$ cat config.mk
export PLATFORM = sky130hd
export DESIGN_NAME = boy_chan
export DESIGN_NICKNAME = d
export VERILOG_FILES = /design/src/design/boy_pkg.sv /design/src/design/boy_chan.sv
export SDC_FILE = /design/constraint.sdc
export NUM_CORES = 2
export LEC_CHECK = 0
export BUFFER_PORTS_ARGS = -buffer_cell sky130_fd_sc_hd__buf_2
export CORE_UTILIZATION = 67
export DETAILED_ROUTE_END_ITERATION = 6
export GPL_ROUTABILITY_DRIVEN = 0
export PLACE_DENSITY = 0.92
export SLEW_MARGIN = 10
export SYNTH_ARGS = -nofsm -noshare
export SYNTH_HDL_FRONTEND = slang
export SYNTH_SLANG_ARGS = --single-unit
$ cat constraint.sdc
create_clock -name i_clk -period 14.15 [get_ports i_clk]
set_clock_uncertainty 0.1 [all_clocks]
set_input_delay 0 -clock i_clk [delete_from_list [all_inputs] [get_ports i_clk]]
set_output_delay 0 -clock i_clk [all_outputs]
set_load 0.01 [all_outputs]
$ cat src/design/boy_pkg.sv
// Shared types, constants and fixed-point helpers for the Boy surface colorizer.
package boy_pkg;

    // Q16 working format
    localparam int QB        = 16;
    localparam int QONE      = 1 << QB;
    localparam int HALF      = 1 << (QB - 1);
    localparam int CLAMP_LIM = 2 << QB;

    // input coordinate format
    localparam int COORD_W         = 16;
    localparam int COORD_FRAC_BITS = 14;

    // default color depth
    localparam int COLOR_BITS_DEF = 16;

    localparam int NUM_TERMS = 12;
    localparam int NUM_CH    = 3;
    localparam int MIX_N     = 8;
    localparam int MIXZ_N    = 4;

    // term normalizers, Q16
    localparam int K_P1   = 20739;
    localparam int K_XZ   = 71624;
    localparam int K_DIFF = 35812;
    localparam int K_XY   = 71494;
    localparam int K_P6   = 6966;
    localparam int K_P7   = 43843;
    localparam int K_P9   = 31011;
    localparam int K_P10  = 62021;
    localparam int K_P11  = 116003;

    // widths of the datapath
    localparam int Q_W    = 19;   // clamped coordinate, +-2.0
    localparam int P_W    = 22;   // products of degree two to four
    localparam int W_W    = 28;   // polynomials and terms
    localparam int COEF_W = 19;
    localparam int PROD_W = W_W + COEF_W;
    localparam int ACC_W  = PROD_W + 3;
    localparam int V_W    = ACC_W - QB;
    localparam int GAIN_W = 15;
    localparam int MQ_W   = 48;

    typedef logic signed [COORD_W-1:0] t_raw;
    typedef logic signed [Q_W-1:0]     t_q;
    typedef logic signed [P_W-1:0]     t_p;
    typedef logic signed [W_W-1:0]     t_w;
    typedef logic signed [COEF_W-1:0]  t_coef;
    typedef logic signed [PROD_W-1:0]  t_prod;
    typedef logic signed [ACC_W-1:0]   t_acc;
    typedef logic signed [V_W-1:0]     t_v;
    typedef logic [GAIN_W-1:0]         t_gain;
    typedef logic signed [MQ_W-1:0]    t_mq;
    typedef logic [3:0]                t_tidx;

    typedef struct packed {
        logic valid;
        logic last;
    } t_ctl;

    // X/Y mixing: term index and rotation weight for each product
    localparam t_tidx MIX_XY_SRC [MIX_N] = '{4'd1, 4'd2, 4'd4, 4'd3, 4'd6, 4'd7, 4'd9, 4'd8};
    localparam t_coef MIX_X_COEF [MIX_N] = '{
        19'sd163484, -19'sd69395, -19'sd93147, -19'sd103087,
        -19'sd20739, -19'sd60230, -19'sd32628, 19'sd46598};
    localparam t_coef MIX_Y_COEF [MIX_N] = '{
        19'sd69395, 19'sd163484, 19'sd103087, -19'sd93147,
        19'sd60230, -19'sd20739, -19'sd46598, -19'sd32628};

    // Z mixing
    localparam t_tidx MIX_Z_SRC  [MIXZ_N] = '{4'd0, 4'd5, 4'd10, 4'd11};
    localparam t_coef MIX_Z_COEF [MIXZ_N] = '{
        -19'sd183501, -19'sd32768, 19'sd19661, -19'sd163840};

    // per channel offset and gain (0.9 / width), Q16
    localparam t_v    CH_TRL  [NUM_CH] = '{-34'sd133857, -34'sd121510, -34'sd143517};
    localparam t_gain CH_GAIN [NUM_CH] = '{15'd14069, 15'd14666, 15'd14494};
    localparam int    OFFS = 3277;

    // Q16 product, rounded half up
    function automatic t_mq mulq(input logic signed [31:0] a, input logic signed [31:0] b);
        logic signed [63:0] p;
        p = a * b + 64'(HALF);
        return $signed(p[63:QB]);
    endfunction

endpackage

$ cat src/design/boy_chan.sv
// Channel scaling: |V - offset| * gain + bias, then scale to color depth, saturating at 1.0.
module boy_chan #(
    parameter int COLOR_BITS = boy_pkg::COLOR_BITS_DEF
) (
    input  logic                  i_clk,
    input  logic                  i_rst_n,
    input  logic                  i_en,
    input  boy_pkg::t_ctl         i_ctl,
    input  boy_pkg::t_v           i_v [boy_pkg::NUM_CH],
    output boy_pkg::t_ctl         o_ctl,
    output logic [COLOR_BITS-1:0] o_color [boy_pkg::NUM_CH]
);
    import boy_pkg::*;

    localparam int NSTG = 2;
    localparam int PR_W = V_W + GAIN_W + 1;
    localparam int C_W  = PR_W - QB + 1;
    localparam int S_W  = QB + COLOR_BITS + 1;
    localparam logic [COLOR_BITS-1:0] MAXC = '1;

    t_ctl                   r_ctl [NSTG];
    logic signed [V_W:0]    w_d   [NUM_CH];
    logic signed [V_W:0]    w_abs [NUM_CH];
    logic [PR_W-1:0]        w_prod [NUM_CH];
    logic [C_W-1:0]         w_c   [NUM_CH];
    logic [S_W-1:0]         w_s   [NUM_CH];
    logic [QB-1:0]          r_c   [NUM_CH];
    logic                   r_sat [NUM_CH];
    logic [COLOR_BITS-1:0]  r_col [NUM_CH];

    always_ff @(posedge i_clk) begin
        if (!i_rst_n) begin
            for (int i = 0; i < NSTG; i++) begin
                r_ctl[i].valid <= 1'b0;
            end
        end else if (i_en) begin
            r_ctl[0] <= i_ctl;
            r_ctl[1] <= r_ctl[0];
        end
    end

    always_comb begin
        for (int i = 0; i < NUM_CH; i++) begin
            w_d[i]    = i_v[i] - CH_TRL[i];
            w_abs[i]  = (w_d[i] < 0) ? -w_d[i] : w_d[i];
            w_prod[i] = w_abs[i][V_W-1:0] * CH_GAIN[i] + PR_W'(HALF);
            w_c[i]    = C_W'(w_prod[i][PR_W-1:QB]) + C_W'(OFFS);
            w_s[i]    = r_c[i] * MAXC + S_W'(HALF);
        end
    end

    always_ff @(posedge i_clk) begin
        if (i_en) begin
            for (int i = 0; i < NUM_CH; i++) begin
                r_c[i]   <= w_c[i][QB-1:0];
                r_sat[i] <= (w_c[i] >= C_W'(QONE));
                r_col[i] <= r_sat[i] ? MAXC : w_s[i][QB+COLOR_BITS-1:QB];
            end
        end
    end

    assign o_ctl   = r_ctl[NSTG-1];
    assign o_color = r_col;

endmodule

# [Word-level counts from Yosys, hierarchy flattened]
# Memory sizes are Yosys's and may differ from the RTL's.
# Cells that the tools add are included.
[totals] mem_bits_ro=0 n_memories=3 inputBits=107 latch_bits=0 out_inout_bits=50 reg_bits=48 ram_bits=55 wordCells=45
[mem_list] memory="r_c" depth=3 width=16 rd=3 rd_ports_with_merged_regs=0 wr=3 line_no="boy_chan.sv:27" text="logic [QB-1:0] r_c [NUM_CH];"
[mem_list] memory="r_ctl" depth=2 width=2 rd=2 rd_ports_with_merged_regs=0 wr=2 line_no="boy_chan.sv:21" text="t_ctl r_ctl [NSTG];"
[mem_list] memory="r_sat" depth=3 width=1 rd=3 rd_ports_with_merged_regs=0 wr=3 line_no="boy_chan.sv:28" text="logic r_sat [NUM_CH];"
[op_classes] n_lt_le_gt_ge=6 addsub=15 bitwise_logic=2 n_eq_ne=0 mul=6 shifts=0 n_div=0 mux=10 reduce_logical=0
[ops] cell="48-bit by 16-bit adder with 49-bit output (second input constant)" count=3
[ops] cell="35-bit by 1-bit less-than comparator with 1-bit output (second input constant)" count=3
[ops] cell="33-bit by 12-bit adder with 34-bit output (second input constant)" count=3
[ops] cell="34-bit by 17-bit >= comparator with 1-bit output (second input constant)" count=3
[ops] cell="34-bit 2-to-1 mux" count=3
[ops] cell="34-bit negator" count=3
[ops] cell="32-bit by 16-bit adder with 32-bit output (second input constant)" count=3
[ops] cell="16-bit by 16-bit multiplier with 32-bit output (second input constant)" count=3
[ops] cell="34-bit by 13-bit multiplier with 47-bit output (second input constant)" count=2
[ops] cell="34-bit by 19-bit subtractor with 35-bit output (second input constant)" count=2
[ops] cell="34-bit by 14-bit multiplier with 48-bit output (second input constant)" count=1
[ops] cell="34-bit by 18-bit subtractor with 35-bit output (second input constant)" count=1
[ops] cell="1-bit 2-to-1 mux" count=7
[ops] cell="1-bit bitwise OR" count=2

# [Logic depth before layout (Yosys ltp)]
[logic_depth] depth_word=7 depth_mapped=47 mapped_depth_nobuf=43

# [Worst setup path after synthesis]
# OpenSTA, ideal clock, no wires.
[synth_timing] path_kind="input port to flip-flop" from="in i_v[0] in the netlist's numbering" to="mem r_sat[2][0] (netlist: r_sat[0][2]), data pin" slack_ns=3.140 arrival_time_ns=10.644 setup_time_ns=0.266 required_time_ns=13.784 path_stages=44 n_path_buf=4 cell_sequence="ha_1 o41a_1 a21oi_1 nor2_1 and3_1 or3_1 clkbuf_1 a41oi_1 nor2_1 nand4_1 o21a_1 clkbuf_1 clkbuf_1 o31ai_1 xnor2_1 inv_1 fa_1 inv_1 [... 8 more ...] and4_1 a21bo_1 a211oi_1 ha_1 clkbuf_1 and2_1 nand3_1 nor3_2 nand2_1 or4_1 o211ai_1 and3_1 nand4b_1 or4_4 or2_1 nor3_1 o2111ai_1 or3b_1"
[synth_lines] element="from (decl)" line_no="boy_chan.sv:9" text="input boy_pkg::t_v i_v [boy_pkg::NUM_CH],"
[synth_lines] element="to (decl)" line_no="boy_chan.sv:28"

==> out/results.md <==
| Parameter | Value |
|:---|:---|
| Share of the synthesized area in the top cell type | 34.8% |
| Root Buffer Master | clkbuf_16 |
| Htree depth | 3 |
| Horizontal die dimension | 282 um |
| Max transition margin | 27.5% |
| Startpoint Class | input pin |
| Count of placed standard cells in the final layout, fillers left out | 6,828 |
| Final hold violation count | 0 |
| Largest cells by area after synthesis | fa_1 (35%), ha_1 (20%), inv_1 (10%) |
| Hold path start | i_rst_n |
| Class of the tightest hold or removal check | input pin to register |
| Number of max-slew violations in the final report | 0 |
| Post-DR vias/cell | 6.08 |
| Clock sink count | 103 |
| WP buf/inv | 5 |
| Cell family with the largest share of critical-path delay | compound AO/OA/AOI/OAI gates |
| Clock slew seen by the registers of the worst setup and hold paths | 0.09 ns |
| Measured slew at the worst slew-check pin | 1.06 ns |
| Worst endpoint data arrival time | 12.43 ns |
| GR Overflow Total | 0 |
| Largest stage delay on the critical path | 0.85 ns |
| Cts repair resizes | 0 |
| Maximum number of pins on one net before global-route repair | 72 |
| Placed Cells | 6,802 |
| Total routed wirelength | 130 mm |
| Number of nets in the synthesized netlist | 7,525 |
| Nets | 7,619 |
| Overall Global Routing Usage | 33.7% |
| YS warnings | 0 |
| Share of flip-flops with an asynchronous set or reset | 0% |
| Area grow syn2layout | 4.13% |
| Vias after detailed routing | 41,500 |
| Peak Freq | 80.9 MHz |
| Antenna-violating nets left | 0 |
| Worst Path Class, Setup | input pin to register |
| Routed length per placed instance | 19.1 um |
| Antenna violations before repair | 4 |
| Violated checks | DRC |
| Number of instances in the synthesized netlist | 5,685 |
| Most used cell, CP | fa_1 |
| Effective utilization at floorplan | 67.7% |
| Min Tclk post-route | 12.37 ns |
| Crit path capture type | register |
| Worst skew pair latency | 0.41 ns |
| IO Count | 157 |
| Origin of the worst setup path | i_v[68] |
| Placed wire-length estimate after detailed placement | 113 mm |
| Worst R2R Start | r_c[0][37] |
| First DRT Iteration DRCs | 3,502 |
| Max clock buf depth | 2 |
| Post-route clock period utilization | 87.4% |
| Via count of the first global-routing pass | 45,100 |
| Flip-flop and latch count after synthesis | 103 |
| Result of the run | finished, violations left |
| Area of the core | 77,500 um^2 |
| Site row count | 102 |
| 1st-pass router iterations | 7 |
| Total negative slack | 0 ns |
| Post-synthesis sequential area ratio | 5.90% |
| RSZ-0062 raised after global routing | false |
| Number of DRC violations after detailed routing | 2 |
| Cell taking the most area after synthesis | fa_1 |
| Critical path peak fanout | 24 |
| Post-synth EDFFs | 103 |
| Mean instance size in the synthesized netlist | 9.23 um^2 |
| Layout cells sized above 1 | 4.69% |
| First-pass GRT wire length | 215 mm |
| Count of input and output buffers | 156 |
| Full die area | 79,400 um^2 |
| Cell with the biggest individual delay on the critical path | o31a_1 |
| Unique masters post-synth | 108 |
| Required arrival time at the worst endpoint | 14.21 ns |
| Flip-flop cell with the highest count after synthesis | edfxtp_1 |
| Total CTS buffers | 9 |
| Max Cap Violations | 0 |
| Die H | 282 um |
| Final number of setup-violating endpoints | 0 |
| Clock tree from TritonCTS | done |
| Post-synth design cell area | 52,500 um^2 |
## kinds of logic (layout without fill, tap and decap cells)
logic type	count (synthesis)	count (layout)	synth area share, %
adders and majority gates	1734	1734	54.4
DFF	103	103	5.90
buffers and inverters	1495	1594	10.7
other	0	4	0
xor gates and xnor gates	417	417	7.05
and+or+nand+nor	1139	1139	11.5
muxes	24	24	0.472
AOI/OAI and AO/OA	773	773	9.97
## cell type report
type | count | area [um^2]
Multi-Input combinational cell | 4087 | 43700
Fill cell | 5108 | 22800
Tap cell | 1040 | 1300
Inverter | 1409 | 5290
Antenna cell | 4 | 10.0
Clock inverter | 7 | 81.3
Clock buffer | 9 | 225
Timing Repair Buffer | 169 | 896
Sequential cell | 103 | 3090
## worst paths after layout
kind	slack, ns	cells after the start	endpoint
worst max-delay path	1.78	39	r_sat[0][0]
worst min-delay path	0.42	3	r_ctl[0][3]
worst max register to register	5.59	24	o_color[15]
worst min register to register	0.49	1	r_ctl[0][2]
## routing by layer
layer	up-vias	wire length (um)	track usage, %
met1	20200	47100	37.3
li1	18600	-	-
met5	-	0	0
met3	695	8200	5.92
met2	2043	66300	60.1
met4	0	8610	21.0
## sequential cells by signal, indices dropped and copies added, names as in the netlist
name,flops
o_color,48
r_c,48
r_ctl,4
r_sat,3
## per-stage QoR
stage | setup slack (ns) | area, um^2 | hold slack (ns) | utilization (%)
final | 1.78 | 54600 | 0.417 | 70.5
after global routing | 0.929 | 54600 | 0.446 | 70.5
after CTS | 2.06 | 54600 | 0.412 | 70.5
after detailed placement | 1.81 | 54200 | 0.243 | 70.0
after global placement | 2.43 | 54200 | 0.222 | 70.0
after floorplan | 3.14 | 52500 | 0.0125 | -
## cells in the mapped netlist (10+ instances only)
library cell and count:
nor2_1 225, o211ai_1 31, nand2_1 222, a211oi_1 14
a21boi_0 12, nor2b_1 41, or3_1 51, nor4_1 20
nor3_1 121, nand2b_1 61, and4_1 17, buf_2 11
mux2i_1 18, o2111ai_1 14, nand3_1 107, fa_1 911
o21bai_1 24, inv_1 1408, a31o_2 13, xor2_1 157
o21ai_1 16, or4_1 24, o21a_1 44, o31ai_1 26
o21ai_0 143, edfxtp_1 103, a21oi_1 162, xnor2_1 256
a31oi_1 24, a2111oi_0 11, and2_1 44, ha_1 822
a21o_1 90, a311oi_1 12, clkbuf_1 66, or2_2 35
a211o_1 11, a41oi_1 10, and3_1 55, nand4_1 40
## cell usage in the layout (no fill, tap or decap), types with 61 or more instances in the layout
cell type,instances
ha_1,822
nand2b_1,61
edfxtp_1,103
nand2_1,222
a21o_1,90
inv_1,1408
nor2_1,225
xnor2_1,256
nor3_1,121
fa_1,911
a21oi_1,162
xor2_1,157
nand3_1,107
buf_2,155
o21ai_0,143
## repair_timing
item / 4_1_cts / 5_1_grt
setup buffers: 0 / 0
hold buffers: 6 / 0
endpoints found under the hold margin: 11 / 0
## worst reg2reg max path: stages, from the launching register on
cell and delay [ns]:
edfxtp_1 0.53, fa_1 0.68, fa_1 0.53, inv_1 0.06
fa_1 0.56, inv_1 0.06, fa_1 0.47, inv_1 0.05
fa_1 0.49, inv_1 0.07, fa_1 0.44, ha_1 0.30
a21o_1 0.18, a21oi_1 0.16, o21ai_0 0.18, o21a_1 0.28
o31a_1 0.30, o41ai_1 0.57, o21ai_0 0.35, o41ai_1 0.70
o211ai_1 0.31, o21a_1 0.26, o21a_1 0.18, or3_1 0.34
a21o_1 0.19
Power is left out: the tool's default activity adds up to more than one toggle a clock period on the data nets, which glitch-free logic cannot reach.
